## src/rtl/timestamped_history_interpolator_defines.svh

```systemverilog
// ---------------------------------------------------------------------------
// Timestamped history interpolator assertion macros
// Shared concurrent assertion forms, clocked on clk and disabled in reset.
// ---------------------------------------------------------------------------
`ifndef TIMESTAMPED_HISTORY_INTERPOLATOR_DEFINES_SVH
`define TIMESTAMPED_HISTORY_INTERPOLATOR_DEFINES_SVH

// Same-cycle implication.
`define THI_ASSERT_IMP(lbl, ante, cons, msg) \
  lbl: assert property (@(posedge clk) disable iff (!rst_n) (ante) |-> (cons)) \
    else $error(msg);

// Next-cycle implication.
`define THI_ASSERT_NXT(lbl, ante, cons, msg) \
  lbl: assert property (@(posedge clk) disable iff (!rst_n) (ante) |=> (cons)) \
    else $error(msg);

`endif

```

## src/rtl/thi_pkg.sv

```systemverilog
// ---------------------------------------------------------------------------
// Timestamped history interpolator package
// Types, constants and codes shared by the interpolator modules.
// ---------------------------------------------------------------------------
`default_nettype none

package thi_pkg;

  localparam int HIST_DEPTH = 16;
  localparam int IDX_W      = (HIST_DEPTH > 1) ? $clog2(HIST_DEPTH) : 1;

  localparam int FRAC_BITS  = 16;
  localparam int FRAC_W     = FRAC_BITS + 3;
  localparam logic [FRAC_W-1:0] FRAC_MAX = FRAC_W'(4 << FRAC_BITS);
  localparam int QUOT_W     = FRAC_BITS + 2;
  localparam int DCNT_W     = $clog2(QUOT_W);

  localparam int CFG_IDX_W  = 2;
  localparam int CFG_DATA_W = 16;

  typedef enum logic [CFG_IDX_W-1:0] {
    CFG_RECORD_ENABLE = 2'd0,
    CFG_MIN_SAMPLE_GAP = 2'd1
  } cfg_reg_t;

  typedef enum logic {
    ACT_STORE = 1'b0,
    ACT_QUERY = 1'b1
  } action_t;

  typedef enum logic [1:0] {
    OWN_NONE   = 2'd0,
    OWN_ASLEEP = 2'd1,
    OWN_AWAKE  = 2'd2
  } owner_t;

  typedef enum logic [3:0] {
    S_IDLE,
    S_ST_CHK,
    S_Q_RD,
    S_Q_CHK,
    S_EVAL,
    S_DIV,
    S_MUL,
    S_ACC,
    S_OUT
  } state_t;

  typedef struct packed {
    logic [31:0] t;
    logic [31:0] x;
    logic [31:0] y;
    logic [31:0] z;
  } sample_t;

  typedef struct packed {
    logic             we;
    logic [IDX_W-1:0] addr;
    sample_t          data;
  } wr_req_t;

endpackage

`default_nettype wire

```

## src/rtl/thi_hist_mem.sv

```systemverilog
// ---------------------------------------------------------------------------
// Sample history memory
// One write port and one registered read port; unwritten entries read as zero.
// ---------------------------------------------------------------------------
`default_nettype none

module thi_hist_mem (
  input  wire logic                    clk,
  input  wire logic                    rst_n,
  input  wire thi_pkg::wr_req_t        wr,
  input  wire logic [thi_pkg::IDX_W-1:0] raddr,
  output thi_pkg::sample_t             rdata
);

  thi_pkg::sample_t mem [thi_pkg::HIST_DEPTH];
  logic [thi_pkg::HIST_DEPTH-1:0] valid_r;
  thi_pkg::sample_t rd_r;
  logic rd_valid_r;

  always_ff @(posedge clk) begin
    if (wr.we) begin
      mem[wr.addr] <= wr.data;
    end
    rd_r <= mem[raddr];
  end

  always_ff @(posedge clk) begin
    if (!rst_n) begin
      valid_r    <= '0;
      rd_valid_r <= 1'b0;
    end else begin
      if (wr.we) begin
        valid_r[wr.addr] <= 1'b1;
      end
      rd_valid_r <= valid_r[raddr];
    end
  end

  assign rdata = rd_valid_r ? rd_r : '0;

endmodule

`default_nettype wire

```

## config.mk

```make
export PLATFORM = sky130hd
export DESIGN_NAME = thi_hist_mem
export DESIGN_NICKNAME = d
export VERILOG_FILES = /design/src/rtl/timestamped_history_interpolator_defines.svh /design/src/rtl/thi_pkg.sv /design/src/rtl/thi_hist_mem.sv
export SDC_FILE = /design/constraint.sdc
export NUM_CORES = 2
export LEC_CHECK = 0
export BUFFER_PORTS_ARGS = -buffer_cell sky130_fd_sc_hd__buf_2
export CAP_MARGIN = 20
export CORE_ASPECT_RATIO = 1.1
export CORE_MARGIN = 4
export CORE_UTILIZATION = 50
export CTS_BUF_LIST = sky130_fd_sc_hd__clkbuf_8
export DETAILED_ROUTE_END_ITERATION = 16
export PLACE_DENSITY = 0.75
export REMOVE_ABC_BUFFERS = 1
export SYNTH_ARGS = -nofsm -noshare
export SYNTH_HDL_FRONTEND = slang
export SYNTH_SLANG_ARGS = --single-unit
```

## constraint.sdc

```tcl
create_clock -name clk -period 11.95 [get_ports clk]
set_clock_uncertainty 0.15 [all_clocks]
set_input_delay 1.195 -clock clk [delete_from_list [all_inputs] [get_ports clk]]
set_output_delay 1.195 -clock clk [all_outputs]
set_load 0.02 [all_outputs]
```

==> results.json <==
{
  "syn_inst": 3456,
  "synth_xor_area_share_pct": 0,
  "finalPower_uw": 15200,
  "die_w_um": 391,
  "swShare_pct": 21.4,
  "worst_ep_required_time_ns": 10.61,
  "cts_tree": "built",
  "achievable-frequency_ghz": 0.238,
  "synthSimpleGateAreaFrac_pct": 1.73,
  "crit_end": "rdata[120]",
  "clkSinkCount": 2193,
  "first_pass_iters": 5,
  "ff2ff_path_depth": 3,
  "cts_max_path_buffers": 4,
  "synth-compound-area-share_pct": 2.56,
  "fp.dieH_um": 429,
  "hold_path_depth": 1,
  "async_reset_ff_share_pct": 0,
  "pwr-share-clk_pct": 38.2,
  "ys_top_cells_by_count": "edfxtp_1 (2048), mux4_2 (514), a22oi_1 (186)",
  "place.port_buffers": 266,
  "utilization_pct": 56.7,
  "ant_nets": 0,
  "grt.total_usage_pct": 22.0,
  "reg2reg_slack_ns": 10.22,
  "syn_to_final_growth_pct": 12.7,
  "synth_top_family_by_area": "multiplexers",
  "vias_per_cell": 6.01,
  "avgRoutedWirePerCell_um": 28.8,
  "yosys.cell_count.top_type": "edfxtp_1",
  "critPathLaunchType": "flip-flop",
  "ctsHoldBuffers": 0,
  "die_area_um2": 168000,
  "setup_viol": 0,
  "crit_type": "flip-flop to primary output",
  "crit_arrival_ns": 2.86,
  "synth_area_leaders": "edfxtp_1 (76%), mux4_2 (14%), dfxtp_1 (3.6%)",
  "synth_ff_type": "edfxtp_1",
  "synthesis.area_um2": 80600,
  "reg2reg_from": "mem[13][9]",
  "h-tree-depth": 5,
  "drive_gt1_share_pct": 31.1,
  "cp_max_fo": 44,
  "hold_ws_ns": 0.317,
  "netSwitchingPower_uw": 3250,
  "hpwl_mm": 87.6,
  "synth.yosys.seq_area_share_pct": 79.9,
  "ir_worst_vdd_mv": 0.103,
  "drt_iter0_drc": 4289,
  "status": "finished, final reports clean",
  "num_io_pins": 267,
  "fin_crit_sh_pct": 35.2,
  "vias": 38100,
  "yosysTopAreaCellShare_pct": 76.3,
  "cts_root_buf": "clkbuf_8",
  "clkLatencyLatePin_ns": 1.02,
  "post_cts_resized": 0,
  "drc": 0,
  "maxCapViolCount": 0,
  "power_leakage_uw": 0.0298,
  "synth_edf_count": 2048,
  "rsz0062_at_grt": "no",
  "hold_path.class": "flip-flop to flip-flop",
  "worstMarginPinSlew_ns": 1.10,
  "routed_wl_mm": 183,
  "nets": 4088,
  "ys_ff_latch": 2193,
  "core_um2": 160000,
  "antenna_found_initial": 66,
  "r2r-end": "rd_r[9]",
  "setup_tns_ns": 0,
  "synthMuxAreaShare_pct": 14.5,
  "slew_headroom_pct": 26.6,
  "yosys_warnings": 0,
  "avgSynthCellArea_um2": 23.3,
  "overflow": 0,
  "initial_core_util_pct": 50.3,
  "p_int_uw": 11900,
  "grt_pass1_vias": 39700,
  "cp-end-kind": "primary output",
  "rows": 154,
  "cts_made_buffers": 339,
  "p_comb_share_pct": 4.8,
  "power_frac_seq_pct": 57.0,
  "finalMaxSlewViolations": 0,
  "synth_area_leader_cell": "edfxtp_1",
  "period_minus_slack_ns": 4.21,
  "powerDensity_nw_per_um2": 167,
  "hold_violations": 0,
  "postCtsSetupRepairBufs": 0,
  "grt_max_degree": 120,
  "clk_pin_slew_ns": 0.06,
  "setup.worst_path.start": "rd_valid_r",
  "yosysUniqueCellTypes": 30,
  "gp_congestion": 0.725,
  "grt_pass1_wl_mm": 267,
  "synth_fa_ha_area_share_pct": 0
}
-- layout by cell type, fill, tap and decap left out, types with 3 or more instances in the layout --
| cell type | n |
|---|---|
| a21oi_1 | 10 |
| a221o_1 | 14 |
| a22o_1 | 14 |
| a22oi_1 | 186 |
| and2_1 | 129 |
| buf_12 | 10 |
| buf_16 | 3 |
| buf_2 | 263 |
| buf_4 | 60 |
| bufinv_16 | 8 |
| clkbuf_8 | 376 |
| clkinv_1 | 57 |
| clkinv_2 | 40 |
| clkinvlp_4 | 4 |
| dfxtp_1 | 144 |
| diode_2 | 28 |
| edfxtp_1 | 2048 |
| inv_1 | 110 |
| inv_6 | 4 |
| mux2i_1 | 14 |
| mux4_2 | 514 |
| nand2_1 | 95 |
| nand2b_1 | 5 |
| nor2_1 | 13 |
| nor2_4 | 13 |
| nor3_2 | 4 |
| o21a_1 | 16 |
| o22ai_1 | 32 |
-- critical path: stages, from the launching register on --
cell     delay, ns
dfxtp_4       0.62
buf_4         0.62
and2_1        0.37
buf_2         0.22
-- per-stage QoR --
step / area [um^2] / instances / setup WS, ns
6_report: 90800 / 6340 / 7.74
4_1_cts: 90700 / 6309 / 7.54
3_5_place_dp: 84400 / 5711 / 6.94
3_3_place_gp: 84400 / 5711 / 6.98
5_1_grt: 90800 / 6321 / 7.49
2_1_floorplan: 79600 / 3270 / 0.624
-- power groups by stage --
stage / Combinational [uW] / Clock (uW) / Sequential, uW
after floorplan: 370 / 0 / 8800
after global placement: 715 / 0 / 8800
after detailed placement: 730 / 0 / 8810
after CTS: 732 / 5940 / 8650
after global routing: 780 / 6300 / 8660
final: 723 / 5810 / 8650
-- sequential cells by signal, indices dropped and copies added, names as in the netlist --
signal,count
rd_r,128
rd_valid_r,1
mem,2048
valid_r,16
-- layer usage --
| layer | global-route usage (%) | wire [um] |
|---|---|---|
| met5 | 0 | 333 |
| met4 | 6.40 | 3930 |
| met2 | 33.7 | 87200 |
| met3 | 6.37 | 19000 |
| met1 | 31.2 | 72100 |
-- area by class of cell --
cell class / count / area [um^2]
Antenna cell: 28 / 70.1
Clock inverter: 222 / 1130
Clock buffer: 376 / 5170
Timing Repair Buffer: 338 / 2080
Sequential cell: 2193 / 64400
Tap cell: 2106 / 2640
Inverter: 1 / 3.75
Fill cell: 11400 / 69300
Multi-Input combinational cell: 1076 / 15300
-- cell families (layout without fill, tap and decap cells) --
group           after synthesis  in the layout
buf+inv                     187            937
simple gates                272            272
other cells                   0             28
flops                      2193           2193
mux                         528            528
compound gates              276            276
-- worst min-delay path by stage --
stage,end,startpoint,slack [ns]
floorplan,valid_r[14],valid_r[14],0.29
global route,mem[8][105],wr[105],0.32
global placement,valid_r[7],valid_r[7],0.29
CTS,mem[4][39],wr[39],0.27
detailed placement,valid_r[3],valid_r[3],0.30
finish,valid_r[3],valid_r[3],0.32
Note: power is estimated with default switching activity, not from simulation.
