[src/rtl/timestamped_history_interpolator_defines.svh]
// ---------------------------------------------------------------------------
// Timestamped history interpolator assertion macros
// Shared concurrent assertion forms, clocked on clk and disabled in reset.
// ---------------------------------------------------------------------------
`ifndef TIMESTAMPED_HISTORY_INTERPOLATOR_DEFINES_SVH
`define TIMESTAMPED_HISTORY_INTERPOLATOR_DEFINES_SVH

// Same-cycle implication.
`define THI_ASSERT_IMP(lbl, ante, cons, msg) \
  lbl: assert property (@(posedge clk) disable iff (!rst_n) (ante) |-> (cons)) \
    else $error(msg);

// Next-cycle implication.
`define THI_ASSERT_NXT(lbl, ante, cons, msg) \
  lbl: assert property (@(posedge clk) disable iff (!rst_n) (ante) |=> (cons)) \
    else $error(msg);

`endif

[src/rtl/thi_pkg.sv]
// ---------------------------------------------------------------------------
// Timestamped history interpolator package
// Types, constants and codes shared by the interpolator modules.
// ---------------------------------------------------------------------------
`default_nettype none

package thi_pkg;

  localparam int HIST_DEPTH = 16;
  localparam int IDX_W      = (HIST_DEPTH > 1) ? $clog2(HIST_DEPTH) : 1;

  localparam int FRAC_BITS  = 16;
  localparam int FRAC_W     = FRAC_BITS + 3;
  localparam logic [FRAC_W-1:0] FRAC_MAX = FRAC_W'(4 << FRAC_BITS);
  localparam int QUOT_W     = FRAC_BITS + 2;
  localparam int DCNT_W     = $clog2(QUOT_W);

  localparam int CFG_IDX_W  = 2;
  localparam int CFG_DATA_W = 16;

  typedef enum logic [CFG_IDX_W-1:0] {
    CFG_RECORD_ENABLE = 2'd0,
    CFG_MIN_SAMPLE_GAP = 2'd1
  } cfg_reg_t;

  typedef enum logic {
    ACT_STORE = 1'b0,
    ACT_QUERY = 1'b1
  } action_t;

  typedef enum logic [1:0] {
    OWN_NONE   = 2'd0,
    OWN_ASLEEP = 2'd1,
    OWN_AWAKE  = 2'd2
  } owner_t;

  typedef enum logic [3:0] {
    S_IDLE,
    S_ST_CHK,
    S_Q_RD,
    S_Q_CHK,
    S_EVAL,
    S_DIV,
    S_MUL,
    S_ACC,
    S_OUT
  } state_t;

  typedef struct packed {
    logic [31:0] t;
    logic [31:0] x;
    logic [31:0] y;
    logic [31:0] z;
  } sample_t;

  typedef struct packed {
    logic             we;
    logic [IDX_W-1:0] addr;
    sample_t          data;
  } wr_req_t;

endpackage

`default_nettype wire

[src/rtl/thi_div.sv]
// ---------------------------------------------------------------------------
// Fraction divider
// Restoring division, one quotient bit per cycle, of num * 2^16 by base.
// The caller guarantees num < 4 * base, so the quotient fits in 18 bits.
// ---------------------------------------------------------------------------
`default_nettype none

module thi_div (
  input  wire logic        clk,
  input  wire logic        rst_n,
  input  wire logic        start,
  input  wire logic [31:0] num,
  input  wire logic [31:0] base,
  output logic             done,
  output logic [thi_pkg::QUOT_W-1:0] quot
);

  logic                         busy_r;
  logic                         done_r;
  logic [thi_pkg::DCNT_W-1:0]   cnt_r;
  logic [31:0]                  rem_r;
  logic [31:0]                  base_r;
  logic [thi_pkg::QUOT_W-1:0]   sh_r;
  logic [thi_pkg::QUOT_W-1:0]   q_r;
  logic [32:0]                  rem_sh;
  logic                         ge;
  logic [32:0]                  diff;

  assign rem_sh = {rem_r, sh_r[thi_pkg::QUOT_W-1]};
  assign ge     = rem_sh >= {1'b0, base_r};
  assign diff   = rem_sh - {1'b0, base_r};

  always_ff @(posedge clk) begin
    if (start) begin
      rem_r  <= {2'b00, num[31:2]};
      sh_r   <= {num[1:0], {thi_pkg::FRAC_BITS{1'b0}}};
      base_r <= base;
      q_r    <= '0;
    end else if (busy_r) begin
      rem_r <= ge ? diff[31:0] : rem_sh[31:0];
      sh_r  <= {sh_r[thi_pkg::QUOT_W-2:0], 1'b0};
      q_r   <= {q_r[thi_pkg::QUOT_W-2:0], ge};
    end
  end

  always_ff @(posedge clk) begin
    if (!rst_n) begin
      busy_r <= 1'b0;
      done_r <= 1'b0;
      cnt_r  <= '0;
    end else begin
      done_r <= 1'b0;
      if (start) begin
        busy_r <= 1'b1;
        cnt_r  <= '0;
      end else if (busy_r) begin
        if (cnt_r == thi_pkg::DCNT_W'(thi_pkg::QUOT_W - 1)) begin
          busy_r <= 1'b0;
          done_r <= 1'b1;
        end
        cnt_r <= cnt_r + 1'b1;
      end
    end
  end

  assign done = done_r;
  assign quot = q_r;

endmodule

`default_nettype wire
[config.mk]
export PLATFORM = sky130hd
export DESIGN_NAME = thi_div
export DESIGN_NICKNAME = d
export VERILOG_FILES = /design/src/rtl/timestamped_history_interpolator_defines.svh /design/src/rtl/thi_pkg.sv /design/src/rtl/thi_div.sv
export SDC_FILE = /design/constraint.sdc
export NUM_CORES = 1
export LEC_CHECK = 0
export BUFFER_PORTS_ARGS = -buffer_cell sky130_fd_sc_hd__buf_2
export CAP_MARGIN = 20
export CORE_AREA = 2 2 133 135
export CTS_CLUSTER_SIZE = 30
export DETAILED_ROUTE_END_ITERATION = 7
export DIE_AREA = 0 0 135 137
export GPL_TIMING_DRIVEN = 0
export SYNTH_ARGS = -nofsm -noshare
export SYNTH_HDL_FRONTEND = slang
export SYNTH_SLANG_ARGS = --single-unit
[constraint.sdc]
create_clock -name clk -period 3.8 [get_ports clk]
set_input_delay 0.38 -clock clk [delete_from_list [all_inputs] [get_ports clk]]
set_output_delay 0.38 -clock clk [all_outputs]
set_load 0.1 [all_outputs]
==> key figures <==
Drt
  • Drt wl/cell: 16.50 µm
  • Routed vias: 4,421
  • Final wirelength: 14,320 µm
  • Via density: 5.093
  • Initial DRC count: 277
  • DRT antenna net count: 0
  • First-pass detailed-route iteration total: 5
  • Post-route DRC: 0

Synth
  • Post-synthesis xor/xnor area fraction: 0.04605
  • Proportion of netlist area held by the largest area contributor: 0.3485
  • Largest family of logic cells by synthesized area: compound AO/OA/AOI/OAI gates
  • Cell area after synthesis: 5515 µm²
  • Synth Area in Adders: 0.08076
  • Compound-Gate Fraction of Synth Area: 0.1545
  • EDFF count, synth: 64
  • Mux share of post-synthesis cell area: 0.09505
  • Syn_nets: 644
  • FF+latch count, synth: 91
  • Synth top area cells: edfxtp_1 (35%), dfxtp_1 (9.8%), ha_1 (7.7%)
  • Most frequent cell after synthesis: edfxtp_1
  • Top_reg_cell synth: edfxtp_1
  • Netlist cell types: 58
  • Avg Cell Area, Syn: 10.18 µm²
  • Post-synthesis simple-gate area fraction: 0.1300
  • Sequential area share after synthesis: 0.4465
  • Syn. warnings: 0
  • Synth Instances: 542
  • Synth async-reset ratio: 0
  • Synth top cells by count: edfxtp_1 (64), a21oi_1 (47), inv_1 (43)
  • Leading area contributor after synthesis: edfxtp_1

Power and ir drop
  • P per Cell Area: 554.0 nW/µm²
  • Maximum VDD drop: 0.2652 mV
  • Leakage: 2.755 nW
  • Overall power: 3.609 mW

Finish
  • Layout area overhead: 18.13%
  • Ant diodes: 0
  • Finished Layout Cells: 868
  • Layout Nets: 740
  • Final Cell Area: 6515 µm²
  • Share of cells above drive strength 1: 0.2255
  • Layout filler cell count: 1,765

CTS
  • Root buf cell: clkbuf_16
  • Clk_lat worst skew: 360 ps
  • Setup Buffers After CTS: 0
  • Longest Clk Path Bufs: 2
  • CTS tree: done
  • CTS Hold Bufs: 0
  • Clk slew on worst S/H paths: 70 ps
  • Sink Count: 91
  • H-Tree Level Count: 3
  • CTS resizes: 0
  • Num CTS Buffers: 9

STA
  • Rel. slew slack: 0.3960
  • Post-layout min period: 3671 ps
  • FMAX: 272.4 MHz
  • Worst Tran Pin Value: 906.0 ps
  • Setup_tns: 0 ps
  • Setup Skew: 12.96 ps
  • Fin crit share: 0.9660
  • RSZ-0062 raised after global routing: false
  • Setup violators final: 0
  • Final slew viol count: 0
  • Final Hold Viols: 0

Global routing
  • GR Util All Layers: 0.1608
  • Vias in the first global route: 4,510
  • First-pass GRT wire length: 22,960 µm
  • Total gr overflow: 0
  • Pin count of the biggest net entering global routing: 35
  • Initial antenna violation count: 0

Placed design
  • # port buffers: 85
  • Placed Cells: 852
  • Placed Instance Area: 6222 µm²
  • RePlAce Congestion: 0.8787
  • DP Wirelength: 10,740 µm

Floorplan
  • Initial core utilization: 0.3234
  • IO Count: 86
  • Row count: 48
  • Core region area: 17,060 µm²
  • Die width: 135 µm
  • Die height: 137 µm
  • Die area: 18,500 µm²

Worst setup path
  • CP max FO: 10
  • Worst Setup End Kind: flop
  • Crit Path Category: reg -> reg
  • Type of origin of the critical path: flop
  • CP arrival: 3780 ps
  • WP data required: 3910 ps

Run status
  • Outcome: completed

Min path
  • Hold WC Path Type: in -> reg

Flow run
  • Max_cap viols: 0
[layout make-up]
class	instances	area [µm²]	share of cell area
multi-input cells	387	2793	0.4287
flip-flops and latches	91	2462	0.3780
repair buffers	85	425.4	0.06530
well taps	225	281.5	0.04321
clock buffers	9	225.2	0.03457
inverters	43	161.4	0.02477
plain buffers	21	98.84	0.01517
clock inverters	7	67.56	0.01037
[metal layers]
metal | GRT usage | up-vias | wire length (µm)
met5 | 0 | - | 0
met4 | 0.03993 | 0 | 195
met3 | 0.04444 | 15 | 804
met2 | 0.2750 | 106 | 6959
met1 | 0.2015 | 2125 | 6365
li1 | - | 2175 | -
[critical path, stage by stage, from the launching register on]
cell	delay, ps
edfxtp_1	410
ha_1	430
nand4_1	270
nor4_1	620
a31oi_1	180
o21ai_1	150
a211o_1	240
a41oi_4	110
nand2_4	190
buf_6	210
buf_4	240
nor3b_1	70
a221o_1	300
[path summary, 6_finish.rpt]
path / from / end / slack (ps) / depth (start not counted)
max: rem_r[9]$_DFFE_PP_ / rem_r[24]$_DFFE_PP_ / 130 / 12
min: base[24] / base_r[24]$_DFFE_PP_ / 190 / 1
max reg2reg: rem_r[9]$_DFFE_PP_ / rem_r[24]$_DFFE_PP_ / 130 / 12
min reg2reg: quot[17]$_SDFFE_PP0P_ / quot[17]$_SDFFE_PP0P_ / 510 / 2
[metrics by stage]
stage	setup slack (ps)	util	hold WS (ps)
detailed placement	240.6	0.3648	500.7
floorplan	885.3	-	477.7
global route	34.76	0.3820	174.0
finish	129.1	0.3820	185.9
global placement	232.0	0.3648	477.5
CTS	222.6	0.3820	176.1
[state kept, by name, indices dropped and copies added, names as in the netlist]
signal  flops
base_r     32
busy_r      1
cnt_r       5
done        1
quot       18
rem_r      32
sh_r        2
[placed cells by master, fill, tap and decap left out, types with 27 or more instances in the layout]
cell,count
a21oi_1,47
buf_2,92
dfxtp_1,27
edfxtp_1,64
ha_1,34
inv_1,43
nand2_1,32
nor2_1,36
o21ai_0,29
[cells by family after synthesis]
| logic type | after synthesis |
|---|---|
| DFF | 91 |
| muxes | 46 |
| AOI/OAI and AO/OA | 134 |
| buffers and inverters | 64 |
| xor gates and xnor gates | 29 |
| adders and majority gates | 35 |
| and+or+nand+nor | 143 |
[where the power goes]
group	leakage (nW)	internal (mW)	total, mW	switching (mW)
Clock	0.145	0.461	0.892	0.432
Sequential	0.856	1.21	1.27	0.0619
Combinational	1.75	0.628	1.45	0.818
Total	2.75	2.30	3.61	1.31
Note: power is estimated with default switching activity, not from simulation.
